--- config.mk ---
export PLATFORM = sky130hd
export DESIGN_NAME = url_percent_decoder
export DESIGN_NICKNAME = d
export VERILOG_FILES = /design/src/rtl/core/upd_pkg.sv /design/src/rtl/core/url_percent_decoder.sv
export SDC_FILE = /design/constraint.sdc
export NUM_CORES = 1
export LEC_CHECK = 0
export BUFFER_PORTS_ARGS = -buffer_cell sky130_fd_sc_hd__buf_4
export CELL_PAD_IN_SITES_DETAIL_PLACEMENT = 0
export CELL_PAD_IN_SITES_GLOBAL_PLACEMENT = 1
export CORE_UTILIZATION = 43
export DETAILED_ROUTE_END_ITERATION = 7
export GPL_ROUTABILITY_DRIVEN = 1
export PLACE_DENSITY = 0.9
export SLEW_MARGIN = 30
export SYNTH_ARGS = -nofsm -noshare
export SYNTH_HDL_FRONTEND = slang
export SYNTH_SLANG_ARGS = --single-unit
--- constraint.sdc ---
create_clock -name clock -period 8.73 [get_ports clock]
set_input_delay 0.873 -clock clock [delete_from_list [all_inputs] [get_ports clock]]
set_output_delay 0.873 -clock clock [all_outputs]
set_load 0.05 [all_outputs]
--- src/rtl/core/upd_pkg.sv ---
// Shared constants, types and the hex digit mapping of the URL percent decoder.
package upd_pkg;

   localparam logic [7:0]  PCT_CHAR  = 8'h25;
   localparam logic [15:0] LEN_RESET = 16'h4fff;
   localparam logic [15:0] CNT_MAX   = 16'hffff;

   localparam int unsigned CSR_ADDR_W = 3;
   localparam logic        REG_MAX_LENGTH = 1'b0;

   typedef enum logic [1:0] {
      PH_TEXT = 2'd0,
      PH_HIGH = 2'd1,
      PH_LOW  = 2'd2
   } phase_type;

   typedef struct packed {
      logic [7:0] value;
      logic       have;
   } emit_type;

   // Map one character to its hex digit value; other characters map to themselves.
   function automatic logic [7:0] digit_value(input logic [7:0] b);
      logic [7:0] v;
      if (b >= 8'h30 && b <= 8'h39) begin
         v = b - 8'h30;
      end else if (b >= 8'h41 && b <= 8'h46) begin
         v = b - 8'h37;
      end else if (b > 8'h60 && b < 8'h67) begin
         v = b + 8'ha9;
      end else begin
         v = b;
      end
      return v;
   endfunction

endpackage

--- src/rtl/core/url_percent_decoder.sv ---
// Top level of the streaming URL percent decoder with its register port.
//
//   Channel  Direction  Handshake              Payload
//   req      in         req_tvalid/req_tready  tdata: in_byte, tlast: is_last
//   rsp      out        rsp_tvalid/rsp_tready  tdata: out_byte, tlast: end_of_string,
//                                              tuser: data_valid, ok
//   csr      in         APB, pready always 1   max_length at byte addresses 0 to 3
//
// One word is accepted every cycle while the result side keeps up. A word lands in
// the input register when accepted, and its result, if it yields one, is loaded into
// the result register as the word leaves the input register, together with the decode
// state update. When the result register holds a word that is not taken, the pipeline
// stalls and req_tready falls once the input register is full too.
// Reset is synchronous and returns max_length to 0x4fff and the decoder to
// plain text with a zero count.
module url_percent_decoder
   import upd_pkg::*;
(
   input  logic                  clock,
   input  logic                  reset,

   input  logic                  req_tvalid,
   output logic                  req_tready,
   input  logic [7:0]            req_tdata,   // [7:0] in_byte
   input  logic                  req_tlast,   // is_last

   output logic                  rsp_tvalid,
   input  logic                  rsp_tready,
   output logic [7:0]            rsp_tdata,   // [7:0] out_byte
   output logic                  rsp_tlast,   // end_of_string
   output logic [1:0]            rsp_tuser,   // [0] data_valid, [1] ok

   input  logic                  csr_psel,
   input  logic                  csr_penable,
   input  logic                  csr_pwrite,
   input  logic [CSR_ADDR_W-1:0] csr_paddr,
   input  logic [31:0]           csr_pwdata,
   output logic [31:0]           csr_prdata,
   output logic                  csr_pready
);

   // Configuration register.
   logic [15:0] max_length_ff, max_length_in;

   // Input register.
   logic       in_valid_ff, in_valid_in;
   logic [7:0] in_byte_ff;
   logic       in_last_ff;

   // Decoder state.
   phase_type   phase_ff, phase_in;
   logic [7:0]  high_part_ff, high_part_in;
   logic [15:0] char_count_ff, char_count_in;
   logic        terminated_ff, terminated_in;

   // Result register.
   logic        out_valid_ff, out_valid_in;
   logic [7:0]  out_byte_ff, out_byte_in;
   logic        out_dv_ff, out_dv_in;
   logic        out_last_ff, out_last_in;
   logic        out_ok_ff, out_ok_in;

   logic        out_free;
   logic        advance;
   logic [15:0] count_next;
   logic [7:0]  digit;
   emit_type    raw_emit;
   logic        have;
   logic        csr_write;

   // The result register can take a new word when empty or being drained.
   assign out_free   = !out_valid_ff || rsp_tready;
   assign advance    = in_valid_ff && out_free;
   assign req_tready = !in_valid_ff || out_free;

   assign csr_write  = csr_psel && csr_penable && csr_pwrite && csr_pready;
   assign csr_pready = 1'b1;

   always_comb begin
      max_length_in = max_length_ff;
      if (csr_write && csr_paddr[CSR_ADDR_W-1] == REG_MAX_LENGTH) begin
         max_length_in = csr_pwdata[15:0];
      end
   end

   always_comb begin
      csr_prdata = 32'd0;
      if (csr_paddr[CSR_ADDR_W-1] == REG_MAX_LENGTH) begin
         csr_prdata = {16'd0, max_length_ff};
      end
   end

   always_comb begin
      in_valid_in = in_valid_ff;
      if (req_tvalid && req_tready) begin
         in_valid_in = 1'b1;
      end else if (advance) begin
         in_valid_in = 1'b0;
      end
   end

   assign digit      = digit_value(in_byte_ff);
   assign count_next = (char_count_ff == CNT_MAX) ? char_count_ff : char_count_ff + 16'd1;

   // Next phase and the high digit.
   always_comb begin
      phase_in     = phase_ff;
      high_part_in = high_part_ff;
      if (advance) begin
         case (phase_ff)
            PH_HIGH: begin
               high_part_in = digit;
               phase_in     = PH_LOW;
            end
            PH_LOW: begin
               phase_in = PH_TEXT;
            end
            default: begin
               if (in_byte_ff == PCT_CHAR) begin
                  phase_in = PH_HIGH;
               end
            end
         endcase
         if (in_last_ff) begin
            phase_in     = PH_TEXT;
            high_part_in = 8'd0;
         end
      end
   end

   // Byte that the current word would emit before termination is applied.
   always_comb begin
      raw_emit = '0;
      case (phase_ff)
         PH_HIGH: begin
            raw_emit.value = {digit[3:0], 4'd0};
            raw_emit.have  = in_last_ff;
         end
         PH_LOW: begin
            raw_emit.value = {high_part_ff[3:0], 4'd0} + digit;
            raw_emit.have  = 1'b1;
         end
         default: begin
            if (in_byte_ff != PCT_CHAR) begin
               raw_emit.value = in_byte_ff;
               raw_emit.have  = 1'b1;
            end
         end
      endcase
   end

   // A decoded zero ends the data part of the string; nothing is emitted after it.
   assign have = raw_emit.have && !terminated_ff && (raw_emit.value != 8'd0);

   always_comb begin
      terminated_in = terminated_ff;
      char_count_in = char_count_ff;
      if (advance) begin
         char_count_in = count_next;
         if (raw_emit.have && !have) begin
            terminated_in = 1'b1;
         end
         if (in_last_ff) begin
            char_count_in = 16'd0;
            terminated_in = 1'b0;
         end
      end
   end

   always_comb begin
      out_valid_in = out_valid_ff;
      out_byte_in  = out_byte_ff;
      out_dv_in    = out_dv_ff;
      out_last_in  = out_last_ff;
      out_ok_in    = out_ok_ff;
      if (out_free) begin
         out_valid_in = advance && (have || in_last_ff);
         out_byte_in  = have ? raw_emit.value : 8'd0;
         out_dv_in    = have;
         out_last_in  = in_last_ff;
         out_ok_in    = in_last_ff && (count_next <= max_length_ff);
      end
   end

   always_ff @(posedge clock) begin
      if (req_tvalid && req_tready) begin
         in_byte_ff <= req_tdata;
         in_last_ff <= req_tlast;
      end
      out_byte_ff <= out_byte_in;
      out_dv_ff   <= out_dv_in;
      out_last_ff <= out_last_in;
      out_ok_ff   <= out_ok_in;
      if (reset) begin
         max_length_ff <= LEN_RESET;
         in_valid_ff   <= 1'b0;
         out_valid_ff  <= 1'b0;
         phase_ff      <= PH_TEXT;
         high_part_ff  <= 8'd0;
         char_count_ff <= 16'd0;
         terminated_ff <= 1'b0;
      end else begin
         max_length_ff <= max_length_in;
         in_valid_ff   <= in_valid_in;
         out_valid_ff  <= out_valid_in;
         phase_ff      <= phase_in;
         high_part_ff  <= high_part_in;
         char_count_ff <= char_count_in;
         terminated_ff <= terminated_in;
      end
   end

   assign rsp_tvalid = out_valid_ff;
   assign rsp_tdata  = out_byte_ff;
   assign rsp_tlast  = out_last_ff;
   assign rsp_tuser  = {out_ok_ff, out_dv_ff};

endmodule
### After elaboration in Yosys (flattened, before gate mapping)

Cells that the tools add are included.

| operators by class | value |
|---|---|
| add/subtract/negate cells | 5 |
| $mul | 0 |
| div/mod/pow operators | 0 |
| $lt $le $gt $ge | 7 |
| equal/unequal tests | 5 |
| shift-type cells | 0 |
| muxes and demuxes | 17 |
| bitwise gates (word level) | 1 |
| reductions and logical operators | 28 |

Operators with widths:

| operator | number |
|---|---|
| $mux 16 | 3 |
| $mux 8 | 3 |
| $pmux 9 s2 | 1 |
| $add 16x1->16 const B | 1 |
| $eq 16x16->1 const B | 1 |
| $le 16x16->1 | 1 |
| $sub 8x6->8 const B | 2 |
| $logic_and 1x1->1 | 13 |
| $mux 9 | 1 |
| $add 8x8->8 | 1 |
| $add 8x8->8 const B | 1 |
| $eq 8x6->1 const B | 1 |
| $ge 8x6->1 const B | 1 |
| $ge 8x7->1 const B | 1 |
| $gt 8x7->1 const B | 1 |
| $le 8x6->1 const B | 1 |
| $le 8x7->1 const B | 1 |
| $lt 8x7->1 const B | 1 |
| $mux 4 | 2 |
| $ne 8x6->1 const B | 1 |
| $reduce_bool 8->1 | 1 |
| $reduce_and 2->1 | 3 |
| $reduce_bool 2->1 | 3 |
| $logic_not 1->1 | 4 |
| 8 further kinds | 14 |

| storage, ports and cells | value |
|---|---|
| bits in registers | 61 |
| latch bits | 0 |
| bits in writable memories | 0 |
| memory bits (read-only) | 0 |
| input bits | 51 |
| output and inout port bits | 46 |
| word-level logic and storage cells | 76 |
| memories kept | 0 |

### Depth between registers and ports, before layout

| depth | value |
|---|---|
| depth in word-level cells | 13 |
| mapped depth | 18 |

### Least setup slack after synthesis

OpenSTA, ideal clock, no wires.

| timing path | value |
|---|---|
| path kind | register -> register |
| start | register in_byte_ff[1] |
| end | register out_byte_ff[0] (netlist: rsp_tdata[0]) (data pin) |
| setup time | 0.269 ns |
| arrival | 3.538 ns |
| required time | 8.461 ns |
| setup slack | 4.922 ns |
| cell stages (with the launch flop) | 17 |
| path buffers | 0 |
| clock period less this slack | 3.808 ns |
| path through | edfxtp_1 > ha_1 > a21o_1 > a2111o_1 > o22ai_4 > a21oi_1 > xnor2_1 > ha_1 > inv_1 > fa_1 > xnor2_1 > nand2_1 > o21ai_0 > a311o_1 > o22ai_1 > and4_4 > nor3_1 |

| between the ends | value |
|---|---|
| word-level cells in the longest chain between the ends | 9 |
| elaborated cells between the ends (all ways) | 22 |
| those cells by class | 4 x add/sub; 6 x order compare; 1 x eq/ne; 5 x mux; 6 x reduce/logical |

RTL lines:

| what | RTL line | text |
|---|---|---|
| from (decl) | url_percent_decoder.sv:47 | `logic [7:0] in_byte_ff;` |
| from (signal assigned) | url_percent_decoder.sv:187 | `in_byte_ff <= req_tdata;` |
| $gt 8x7->1 / $lt 8x7->1 (equally long branches) | upd_pkg.sv:29 | `end else if (b > 8'h60 && b < 8'h67) begin` |
| $logic_and 1x1->1 | upd_pkg.sv:29 |  |
| $mux 8 | upd_pkg.sv:29 |  |
| $mux 8 | upd_pkg.sv:27 | `end else if (b >= 8'h41 && b <= 8'h46) begin` |
| $mux 8 | upd_pkg.sv:25 | `if (b >= 8'h30 && b <= 8'h39) begin` |
| $add 8x8->8 | url_percent_decoder.sv:140 | `raw_emit.value = {high_part_ff[3:0], 4'd0} + digit;` |
| $pmux 9 s2 * | url_percent_decoder.sv:134 | `case (phase_ff)` |
| $reduce_bool 8->1 | url_percent_decoder.sv:153 | `assign have = raw_emit.have && !terminated_ff && (raw_emit.value != 8'd0);` |
| $logic_and 1x1->1 | url_percent_decoder.sv:153 |  |
| to (signal assigned) | url_percent_decoder.sv:190 | `out_byte_ff <= out_byte_in;` |
| to (decl) | url_percent_decoder.sv:58 | `logic [7:0] out_byte_ff, out_byte_in;` |

Every way passes the cells marked *; elsewhere a longest branch is shown, timed or not.
A chain may end at the register's enable or synchronous reset.

### Worst setup path after layout

Ends and elaborated chain as after synthesis.

==> flow_summary.toml <==
[floorplanning]
die_area_um2 = 9505
die_h_um = 97.50
design.core.area_um2 = 8763
rows = 34
io_pins = 97
die_width_um = 97.50
initial_utilization_pct = 44.75

[min_path]
hold-path-cell-count = 2
hold_path_class = "reg -> reg"
whs_endpoint = "max_length_ff[13]$_SDFFE_PP0P_"
hp-start = "max_length_ff[13]$_SDFFE_PP0P_"

[flow_run]
maxCapViolations = 0

[setup_path]
worstPathArrival_ns = 4.41
crit_fanout = 10
rr_worst_depth = 16
critPathRequiredTime_ns = 8.80
rrSetupSlack_ns = 4.39
r2r-start = "in_byte_ff[1]$_DFFE_PP_"
worstSetupPathType = "reg -> reg"
end_kind = "flop"
critPathLaunchType = "flop"
r2r_end = "rsp_tdata[0]$_SDFFCE_PN0P_"

[global_routing]
grt_pass1_vias = 3127
grt_pass1_wl_mm = 14.50
grt.overflow.total = 0
antenna_found_initial = 0
grt_usage_pct = 18.52
grt_start_max_net_pins = 44

[cells_and_area]
multiInputGateArea_um2 = 2216
antenna_cells = 0
num-nets-final = 593
areaGrowthSynthToFinish_pct = 15.86
fin_cells = 623
register_area_um2 = 1421
final_common_cell = "nor2_1"
num-fill-cells = 829
final_cell_mix = "67 x nor2_1, 62 x buf_4, 41 x dfxtp_1"
drive_above_1_share_pct = 16.89

[clock_network]
root_buffer = "clkbuf_8"
htreeDepth = 3
postCtsSetupRepairBufs = 0
cts_buffers = 9
clk_pin_slew_ns = 0.07
tritoncts = "yes"
cts_max_path_buffers = 2
cts_resized = 0
insertion_delay_ns = 0.34
cts.sinks = 61
holdBufCountCts = 0

[synthesis]
async_flop_share_pct = 0
synth_seq_area_share_pct = 36.25
synthCells = 461
synth_cell_types = 56
synth_top_area_share_pct = 20.93
synth_seq_cells = 61
synthFlopType = "dfxtp_1"
synth_edf_count = 20
yosys.area.top_type = "dfxtp_1"
synthTopCellsByArea = "dfxtp_1 21%, edfxtp_1 15%, ha_1 9.9%"
syn_avg_cell_area_um2 = 8.506
yosysWarnings = 0
netlist_area_um2 = 3921

[power]
powerDensity_nw_per_um2 = 150.4
leakage_nw = 2.046
max-vdd-ir-drop_mv = 0.05737

[sta]
relSlewSlack_pct = 60.19
fin_crit_sh_pct = 49.66
finalSetupViolCount = 0
rsz0062_at_grt = "no"
worst_pin_slew_ns = 0.5956
finalHoldViolations = 0
fmax_mhz = 230.7
post-route-min-period_ns = 4.336
drv_slew = 0
finalSetupTns_ns = 0
finalClockSkew_ns = 0.01130

[place]
dpl.cell_count = 607
place_hpwl_mm = 6.152
io_buffer_count = 61
place.gp.congestion = 0.8821

[detailed_routing]
vias = 3334
drc_errors = 0
antenna_left = 0
wirelength_mm = 8.502
wire_per_inst_um = 13.65
vias_per_cell = 5.352
drt_first_iter_violations = 185
firstDrtPassIters = 5

[run_status]
status = "finished clean"
synthesized netlist by cell type (2+ instances only):
library cell  number
a2bb2oi_1          2
o21ai_0           10
nand2_1           36
nor3_1             9
a22oi_1           15
edfxtp_1          20
a21o_1             8
ha_1              31
nor2_1            67
nor2b_1           10
or2_2              2
mux2_2             2
o21a_1             5
conb_1             2
mux2i_1            3
and3_1             6
a32o_1             2
inv_1             33
dfxtp_1           41
a31oi_1            5
clkbuf_1          20
nand4_1            8
xor2_1             4
o22ai_1            2
nor4_1             2
xnor2_1           14
nand2b_1           5
a21oi_1           29
buf_4             19
a211o_1           13
and2_1             2
nand3_1           10
worst max path at each step:
stage,from,to,depth (start not counted)
final,in_byte_ff[1]$_DFFE_PP_,rsp_tdata[0]$_SDFFCE_PN0P_,16
after global routing,in_byte_ff[0]$_DFFE_PP_,rsp_tdata[0]$_SDFFCE_PN0P_,18
after CTS,in_byte_ff[1]$_DFFE_PP_,rsp_tdata[0]$_SDFFCE_PN0P_,16
after detailed placement,in_byte_ff[1]$_DFFE_PP_,rsp_tdata[0]$_SDFFCE_PN0P_,16
after global placement,in_byte_ff[1]$_DFFE_PP_,rsp_tdata[1]$_SDFFCE_PN0P_,16
after floorplan,in_byte_ff[1]$_DFFE_PP_,rsp_tdata[0]$_SDFFCE_PN0P_,16
logic make-up (layout without fill, tap and decap cells):
group | Yosys count | after routing | synth area share, %
adders and majority gates | 32 | 32 | 10.40
AOI/OAI and AO/OA | 104 | 104 | 18.83
muxes | 5 | 5 | 1.340
xor gates and xnor gates | 18 | 18 | 4.020
buffers and inverters | 72 | 111 | 8.711
and+or+nand+nor | 167 | 167 | 20.26
DFF | 61 | 61 | 36.25
other | 2 | 17 | 0.1915
flip-flops by register name, indices dropped and copies added, names as in the netlist, 2 cells and up:
signal and cells:
char_count_ff 16, high_part_ff 4, in_byte_ff 8, max_length_ff 16
phase_ff 2, rsp_tdata 8
routing by layer:
layer | wire, um | vias to the layer above | GRT usage (%)
met5 | 0 | - | 0
li1 | - | 1678 | -
met1 | 4074 | 1556 | 25.08
met4 | 133 | 0 | 6.561
met2 | 3937 | 87 | 29.59
met3 | 357 | 13 | 3.309
per-stage QoR:
| stage | util [%] | hold WS [ns] | instance area, um^2 | setup WS (ns) | power [mW] |
|---|---|---|---|---|---|
| floorplan | - | 0.4332 | 3978 | 4.922 | 0.4253 |
| global placement | 49.76 | 0.4393 | 4360 | 4.556 | 0.4558 |
| detailed placement | 49.76 | 0.4469 | 4360 | 4.443 | 0.4577 |
| CTS | 51.83 | 0.4569 | 4542 | 4.398 | 0.6900 |
| global route | 51.84 | 0.4927 | 4543 | 4.078 | 0.7119 |
| finish | 51.84 | 0.4580 | 4543 | 4.394 | 0.6832 |
critical path: stages, from the launching register on:
cell	delay, ns
edfxtp_1	0.52
ha_1	0.31
a21o_1	0.23
a2111o_1	0.48
o22ai_4	0.35
a21oi_1	0.14
xnor2_1	0.17
ha_1	0.21
inv_1	0.06
fa_1	0.39
xnor2_1	0.15
nand2_1	0.07
o21ai_0	0.08
a311o_1	0.32
o22ai_1	0.20
and4_4	0.30
nor3_1	0.07
power breakdown:
part           switching [mW]  leakage (nW)  total (mW)  internal [mW]
Combinational          0.0935          1.42       0.136         0.0428
Sequential            0.00945         0.534       0.316          0.306
Clock                   0.105        0.0937       0.231          0.126
Total                   0.208          2.05       0.683          0.475
area by class of cell:
type | instances | area share [%]
sequential | 61 | 31.29
inverter | 33 | 2.727
timing repair buffer | 62 | 10.25
clock inverter | 1 | 0.1102
tap | 108 | 2.974
multi-input combinational | 343 | 48.77
clock buffer | 15 | 3.883
Note: power is estimated with default switching activity, not from simulation.
